===== config.mk =====
export PLATFORM = sky130hd
export DESIGN_NAME = igr_ram
export DESIGN_NICKNAME = d
export VERILOG_FILES = /design/src/rtl/core/igr_ram.sv
export SDC_FILE = /design/constraint.sdc
export NUM_CORES = 1
export LEC_CHECK = 0
export BUFFER_PORTS_ARGS = -buffer_cell sky130_fd_sc_hd__buf_2
export CORE_ASPECT_RATIO = 1.5
export CORE_MARGIN = 1.5
export CORE_UTILIZATION = 30
export DETAILED_ROUTE_END_ITERATION = 6
export GPL_TIMING_DRIVEN = 0
export PLACE_DENSITY = 0.55
export SLEW_MARGIN = 20
export SYNTH_ARGS = -nofsm -noshare
export SYNTH_HDL_FRONTEND = slang
export SYNTH_SLANG_ARGS = --single-unit
export TNS_END_PERCENT = 30

===== constraint.sdc =====
create_clock -name clk -period 4.3 [get_ports clk]
set_clock_uncertainty 0.1 [all_clocks]
set_input_delay 0.215 -clock clk [delete_from_list [all_inputs] [get_ports clk]]
set_output_delay 0.215 -clock clk [all_outputs]
set_load 0.01 [all_outputs]

===== src/rtl/core/igr_ram.sv =====
// generic single-write, single-read synchronous ram with registered read
`default_nettype none

module igr_ram #(
	parameter int WIDTH = 32,
	parameter int DEPTH = 16
) (
	input  logic                     clk,
	input  logic                     wr_en,
	input  logic [$clog2(DEPTH)-1:0] wr_addr,
	input  logic [WIDTH-1:0]         wr_data,
	input  logic                     rd_en,
	input  logic [$clog2(DEPTH)-1:0] rd_addr,
	output logic [WIDTH-1:0]         rd_data
);

	logic [WIDTH-1:0] mem_q [DEPTH];
	logic [WIDTH-1:0] rd_data_q;

	// write port
	always_ff @(posedge clk) begin
		if (wr_en) begin
			mem_q[wr_addr] <= wr_data;
		end
	end

	// read port, data held until the next read
	always_ff @(posedge clk) begin
		if (rd_en) begin
			rd_data_q <= mem_q[rd_addr];
		end
	end

	assign rd_data = rd_data_q;

endmodule

`default_nettype wire


==> run metrics, run 1 <==
status finished, final reports clean; Mapped Cells 838; chip width 215 µm; Leak 7.71 nW; CTS max path bufs 3; largest net degree at the start of global routing 33; CTS sink cnt 544; Synth Register Bits 544; HP Class primary input to flop; Hold Slack 0.0539 ns; EDFF count, synth 544; pwr dens 447 nW/µm²; CTS tree built; n_diodes 0; top cells by instance count after synthesis 544 x edfxtp_1, 128 x mux4_2, 64 x a22oi_1; crit-path max FO 17; Final Max Slew Viols 0; first-pass GRT wire length 68000 µm; fin cells 1960; Slowest-stage cell, CP nor2_4; synthesized area per cell 24.1 µm²; clk root buf clkbuf_16; sequential area share after synthesis 81.0%; router iterations before antenna repair 5; share of cells above drive strength 1 32.2%; Synth area leaders edfxtp_1 81%, mux4_2 14%, a22oi_1 2.4%; Synth Flop Type edfxtp_1; met3 wire len 2140 µm; Rows 116; Post-DP HPWL 30900 µm; IO buf count 72; Worst Setup SP wr_addr[0]; Initial Utilization 30.3%; post-route cell area 24400 µm²; WL/cell 23.6 µm; total number of yosys warnings 0; ys async rst share 0%; Initial DRC Count 702; GR Util All Layers 13.5%; reg2reg start mem_q[3][26]$_DFFE_PP_; Vias 9267; Period minus WS final 2.09 ns; final critical-path share of the clock period 48.7%; Critical Path RT 4.46 ns; IO Count 75; post-synth top area cell edfxtp_1; hold violation count in the final report 0; max_cap viols 0; Synth Cell Area 20200 µm²; internal reg-to-reg setup slack 2.57 ns; clock buffer count from CTS 48; Post-Route M1 WL 18000 µm; highest metal used met5; Final #Nets 1078; vias per cell 4.73; Setup TNS Final 0 ns; # DRC 0; ANT nets after route 0; critical setup path kind primary input to flop; clock-pin slew on the worst setup and hold paths 0.07 ns; Die Area 68800 µm²; Placed Instances 1836; H-Tree Depth 2; Yosys cell types 17; Core Area 66600 µm²; Synth top area share 81.0%; dpl cell area 22500 µm²; Area growth syn-to-layout 20.7%; CP cell instances dlygate4sd3_1 -> buf_2 -> nand2b_1 -> nor2_4 -> buf_16; antenna violations before repair 2; Routed Wire Length 46200 µm; Worst EP arrival 2.25 ns; number of global-route vias before repair 10073; Worst Hold Launch wr_addr[1]; Fmax achieved 478 MHz; Die Ht 321 µm; Startpoint Class primary input; slowest stage delay, CP 0.69 ns; setup repair after global routing missed its margin no; Critical Path End Type flop; measured slew at the worst slew-check pin 0.874 ns; clk_lat worst skew 0.57 ns; most frequent cell after synthesis edfxtp_1; gr ovfl total 0; routed wl met2 24900 µm; Pwr Total 10.9 mW; setup violators final 0; syn_nets 881; slew margin rel. 41.7%; peak supply drop 299 µV; routability-driven placement congestion ratio 0.680
==> critical path: cells and delay by family <==
family / cells / cell delay [ns]
and+or+nand+nor: 2 / 1.04
buffers and inverters: 3 / 0.97
==> cell type report <==
type,instances,area (µm²)
Timing Repair Buffer,147,1410
Clock inverter,29,259
Clock buffer,61,1290
Fill cell,6015,42300
Buffer,43,223
Multi-Input combinational cell,251,3730
Sequential cell,544,16300
Tap cell,885,1110
==> cells by family after synthesis <==
family                 count (synthesis)  share of synthesized area [%]
DFF                                  544                           81.0
muxes                                128                           14.3
AOI/OAI and AO/OA                     64                           2.38
and+or+nand+nor                       59                           1.25
buffers and inverters                 43                           1.10
==> power by group <==
group          total (mW)  switching (mW)  internal (mW)
sequential           6.00          0.0268           5.97
combinational       0.591           0.344          0.246
clock                4.29            1.91           2.38
total                10.9            2.28           8.60
==> layout by cell type (no fill, tap or decap), types with 2 or more instances in the layout <==
| master | count |
|---|---|
| nand2_1 | 33 |
| clkinv_1 | 8 |
| buf_1 | 9 |
| dlygate4sd3_1 | 34 |
| buf_2 | 75 |
| buf_4 | 25 |
| edfxtp_1 | 544 |
| mux4_2 | 128 |
| clkinvlp_4 | 2 |
| nand3b_1 | 2 |
| nand2b_1 | 2 |
| nor2b_1 | 2 |
| nor2_4 | 12 |
| a22oi_1 | 64 |
| buf_12 | 2 |
| buf_6 | 10 |
| clkbuf_16 | 50 |
| clkbuf_1 | 28 |
| nor3_2 | 4 |
| bufinv_16 | 4 |
| clkinv_2 | 12 |
| buf_16 | 17 |
==> state kept, by name (all words and copies together) (netlist names) <==
name / cells
mem_q: 512
rd_data: 32
==> per-layer routing <==
layer  track usage [%]  up-vias
met5                 0        -
met1              15.9     4974
li1                  -     4000
met4              4.23        4
met3              2.26       68
met2              24.9      221
==> worst paths after layout <==
check | cells past startpoint | endpoint
min reg2reg | 3 | rd_data[4]$_DFFE_PP_
min | 2 | mem_q[0][6]$_DFFE_PP_
max | 5 | mem_q[6][0]$_DFFE_PP_
max reg2reg | 3 | rd_data[26]$_DFFE_PP_
==> stage by stage <==
stage | setup WS, ns | utilization, %
2_1_floorplan | 0.805 | -
3_3_place_gp | -2.00 | 32.5
3_5_place_dp | 1.76 | 33.7
4_1_cts | 2.20 | 36.6
5_1_grt | 2.13 | 36.6
6_report | 2.21 | 36.6
==> what timing repair did <==
action                    4_1_cts  5_1_grt
hold buffers                   34        0
buffers inserted                0        0
hold endpoints to repair      513        0
resized for setup               0        0
Note: power is estimated with default switching activity, not from simulation.
==> run 2: changes to the inputs <==
- clock period: 4.3 -> 2 ns (I/O delays scaled with it)
==> run 2 against run 1 <==
Against the previous run:
- cell count shrank 0.61%
- sequential power grew 110%
- clock power grew 110%
- sequential share of layout area is essentially flat
- combinational power grew 120%
- wire length shrank 0.12%
- non-clock buffer count shrank 7
- total power grew 110%
==> run metrics, run 2 (same netlist as run 1, synthesis figures left out) <==
Post-CTS Resized 0; slowest stage delay, CP 0.70 ns; reg2reg start mem_q[3][22]$_DFFE_PP_; Startpoint Class primary input; Die Area 68800 µm²; clk root buf clkbuf_16; WL/cell 23.7 µm; hold path depth 4; hold_buf cts 38; crit path capture mem_q[8][16]$_DFFE_PP_; Pint 18.6 mW; Leak 7.67 nW; GR Util All Layers 13.6%; slew margin rel. 34.8%; Clk pwr share 39.3%; critical setup path kind primary input to flop; H-Tree Depth 2; number of global-route vias before repair 10092; Core Area 66600 µm²; Die Ht 321 µm; routability-driven placement congestion ratio 0.686; peak supply drop 498 µV; ANT nets after route 0; CP cell instances buf_2 -> dlygate4sd3_1 -> nor3_4 -> dlygate4sd3_1; fin cells 1948; largest net degree at the start of global routing 33; CTS max path bufs 3; setup violators final 0; internal reg-to-reg setup slack 0.34 ns; pwr dens 959 nW/µm²; max_cap viols 0; clk_lat worst skew 0.57 ns; clock buffer count from CTS 47; R2R depth 3; Rows 116; gr ovfl total 0; Net Sw Power 4.75 mW; largest register by flop count mem_q; R2R Path End rd_data[22]$_DFFE_PP_; Post-DP HPWL 29900 µm; Crit path top cell by count dlygate4sd3_1; router iterations before antenna repair 5; Worst EP arrival 1.98 ns; Sw Ratio 20.3%; IO Count 75; # DRC 0; Placed Instances 1825; Worst Setup SP wr_addr[1]; status finished, final reports clean; setup repair after global routing missed its margin no; Initial Utilization 30.3%; sequential share of power 55.2%; hold violation count in the final report 0; CTS sink cnt 544; most common cell after layout, fill and taps aside edfxtp_1; share of cells above drive strength 1 30.7%; Final #Nets 1070; Fmax achieved 554 MHz; crit-path max FO 5; Pwr Total 23.4 mW; n_diodes 0; chip width 215 µm; antenna violations before repair 3; max FFs per register 512; Final Max Slew Viols 0; Comb power frac 5.5%; vias per cell 4.74; IO buf count 72; Period minus WS final 1.81 ns; clock-pin slew on the worst setup and hold paths 0.07 ns; Routed Wire Length 46200 µm; final critical-path share of the clock period 90.3%; first-pass GRT wire length 68100 µm; Area growth syn-to-layout 20.7%; HP Class primary input to flop; Post-CTS Repair Setup Buffers 0; Initial DRC Count 770; Critical Path End Type flop; Slowest-stage cell, CP dlygate4sd3_1; most frequent cells in the layout 544 x edfxtp_1, 128 x mux4_2, 76 x buf_2, 64 x a22oi_1, 49 x clkbuf_16; CTS tree built; measured slew at the worst slew-check pin 0.978 ns; Vias 9225; Critical Path RT 2.17 ns
[run 2: cell count changes in the layout (fill, tap and decap cells not counted), sizes merged]
cell         delta
dlygate4sd3     +4
clkinvlp        -2
clkinv          -3
buf            -11
bufinv          +2
clkbuf          -2
[run 2: routing by layer]
layer  global-route usage, %  share of wire [%]  vias up
met5                       0              0.045        -
met4                    4.40                2.5        4
met3                    2.38                4.5       71
met2                    24.5                 53      219
met1                    16.5                 40     4953
li1                        -                  -     3978
[run 2: power groups by stage]
stage	Combinational, mW	Clock, mW	Sequential (mW)
after floorplan	0.616	0	13.2
after global placement	1.17	0	13.1
after detailed placement	1.25	0	13.1
after CTS	1.32	9.38	12.9
after global routing	1.39	9.76	12.9
final	1.28	9.19	12.9
[run 2: through the flow]
step / TNS [ns] / hold slack (ns) / instance area [µm²] / setup slack (ns) / utilization (%)
floorplan: -130.00 / 0.0989 / 20200 / -0.508 / -
global placement: -976.23 / 0.363 / 21700 / -2.39 / 32.5
detailed placement: -16.62 / 0.392 / 22400 / -0.400 / 33.7
CTS: 0 / 0.0541 / 24400 / 0.198 / 36.6
global route: 0 / 0.114 / 24400 / 0.133 / 36.6
finish: 0 / 0.0882 / 24400 / 0.194 / 36.6
[run 2: how the worst min path moves through the flow]
stage                      startpoint                      to  slack (ns)
after global routing       rd_addr[3]   rd_data[31]$_DFFE_PP_        0.11
after detailed placement   wr_data[0]   mem_q[6][0]$_DFFE_PP_        0.39
final                      rd_addr[3]   rd_data[31]$_DFFE_PP_        0.09
after global placement    wr_data[22]  mem_q[6][22]$_DFFE_PP_        0.36
after CTS                  rd_addr[3]   rd_data[31]$_DFFE_PP_        0.05
after floorplan            wr_data[0]   mem_q[0][0]$_DFFE_PP_         0.1
[run 2: cell type report]
type                       count  area (µm²)
clock buffer                  59        1260
fill                        6026       42300
tap                          885        1110
timing repair buffer         140        1400
clock inverter                26         268
multi-input combinational    251        3750
sequential                   544       16300
buffer                        43         223
[run 2: worst max-delay path: cells and delay by family]
| family | cells | cell delay, ns |
|---|---|---|
| buffers and inverters | 3 | 1.50 |
| AND/OR/NAND/NOR | 1 | 0.38 |
==> run 3: changes to the inputs <==
- GPL_TIMING_DRIVEN: 0 -> not set
- SETUP_SLACK_MARGIN: not set -> 0.5
==> run 3 against run 2 <==
Against the previous run:
- maximum frequency is 19% higher
- non-clock buffer count down 37
- register-to-register slack better by 0.14 ns
- flip-flop and latch count stayed put
- count of clock-buffer cells in the layout shrank 8
- via count decreased by 1.2%
- worst hold slack better by 0.014 ns
- critical path depth fell by 1
- total power down 0.76%
- clock power decreased by 2.4%
- core utilization is 0.18 points lower
- sequential power about the same
- critical path type is now flop to flop
- largest power group unchanged
==> run metrics, run 3 (same netlist as run 1, synthesis figures left out) <==
internal reg-to-reg setup slack 0.48 ns; Area growth syn-to-layout 20.1%; Period minus WS final 1.52 ns; share of cells above drive strength 1 34.5%; Pwr Total 23.2 mW; clock buffer count from CTS 45; # fillers 5955; GR Util All Layers 13.6%; ANT nets after route 0; HP Class primary input to flop; CTS tree built; gr ovfl total 0; vias per cell 4.77; R2R depth 3; critical setup path kind flop to flop; Critical Path End Type flop; slew margin rel. 31.4%; max FFs per register 512; clk root buf clkbuf_16; # DRC 0; post-placement setup slack 0.111 ns; router iterations before antenna repair 5; number of global-route vias before repair 9813; status finished, final reports clean; Fmax achieved 658 MHz; Vias 9117; H-Tree Depth 2; Post-DP HPWL 24300 µm; Rows 116; clk_lat worst skew 0.58 ns; R2R Path End rd_data[25]$_DFFE_PP_; Hold Path Sink rd_data[17]$_DFFE_PP_; Initial DRC Count 696; measured slew at the worst slew-check pin 1.03 ns; Setup WS post-layout 0.480 ns; Initial Utilization 30.3%; hold path depth 4; most common cell after layout, fill and taps aside edfxtp_1; max_cap viols 0; crit-path max FO 1; setup violators final 0; final critical-path share of the clock period 76.0%; Core Area 66600 µm²; Worst Setup SP mem_q[3][25]$_DFFE_PP_; Final Max Slew Viols 0; Routed Wire Length 46800 µm; most frequent cells in the layout 544 x edfxtp_1, 128 x mux4_2, 72 x buf_2, 47 x clkbuf_16, 41 x a22oi_1; largest register by flop count mem_q; Leak 7.58 nW; CTS sink cnt 544; hold violation count in the final report 0; clock-pin slew on the worst setup and hold paths 0.07 ns; Setup TNS Final 0 ns; first-pass GRT wire length 67600 µm; chip width 215 µm; largest net degree at the start of global routing 33; Die Area 68800 µm²; IO buf count 74; Critical Path RT 2.23 ns; Post-CTS Repair Setup Buffers 0; Finished Core Util 36.4%; pwr dens 957 nW/µm²; WL/cell 24.5 µm; antenna violations before repair 1; n_diodes 0; Worst Hold Launch rd_addr[0]; Hold Slack 0.103 ns; Startpoint Class flop; IO Count 75; setup repair after global routing missed its margin yes; Final #Nets 1031; CTS max path bufs 3; peak supply drop 601 µV; Die Ht 321 µm; reg2reg start mem_q[3][25]$_DFFE_PP_; routability-driven placement congestion ratio 0.687; Worst EP arrival 1.75 ns
[run 3: critical path, stage by stage (launching register included)]
cell      delay (ns)
edfxtp_1        0.37
mux4_2          0.49
a22oi_2         0.23
nand2_1         0.08
[run 3: repair_timing]
action                     in CTS  in global routing
setup endpoints to repair       8                 29
hold endpoints to repair      544                  0
hold buffers                   33                  0
resized for setup               4                 19
pin swaps                       3                 11
[run 3: worst max path at each step]
stage	endpoint	slack (ns)
4_1_cts	rd_data[21]$_DFFE_PP_	0.48
6_report	rd_data[25]$_DFFE_PP_	0.48
5_1_grt	rd_data[10]$_DFFE_PP_	0.45
2_1_floorplan	mem_q[0][0]$_DFFE_PP_	0.09
3_3_place_gp	rd_data[25]$_DFFE_PP_	0.08
3_5_place_dp	rd_data[25]$_DFFE_PP_	0.11
[run 3: cell type report]
type,instances,area (µm²),area share (%)
Sequential cell,544,16300,67.4
Multi-Input combinational cell,251,3910,16.1
Clock buffer,51,1190,4.92
Clock inverter,33,299,1.23
Tap cell,885,1110,4.57
Timing Repair Buffer,146,1390,5.75
[run 3: report_power, final]
group / switching (mW) / leakage [nW] / total, mW / internal [mW]
sequential: 0.0842 / 4.94 / 12.9 / 12.8
clock: 4.02 / 0.732 / 8.97 / 4.96
combinational: 0.727 / 1.90 / 1.29 / 0.565
total: 4.83 / 7.58 / 23.2 / 18.4
[run 3: per-layer routing]
layer  wire [µm]  part of all wire, %  global-route usage (%)  vias to the layer above
met3        1960                  4.2                    1.92                       61
li1            -                    -                       -                     3895
met1       19300                   41                    17.3                     4956
met5          10                0.021                       0                        -
met4         952                  2.0                    4.04                        2
met2       24600                   53                    24.0                      203
[run 3: through the flow]
step	cells	instance area, µm²
floorplan	838	20300
global placement	1793	22300
detailed placement	1793	22300
CTS	1910	24100
global route	1910	24200
finish	1910	24200
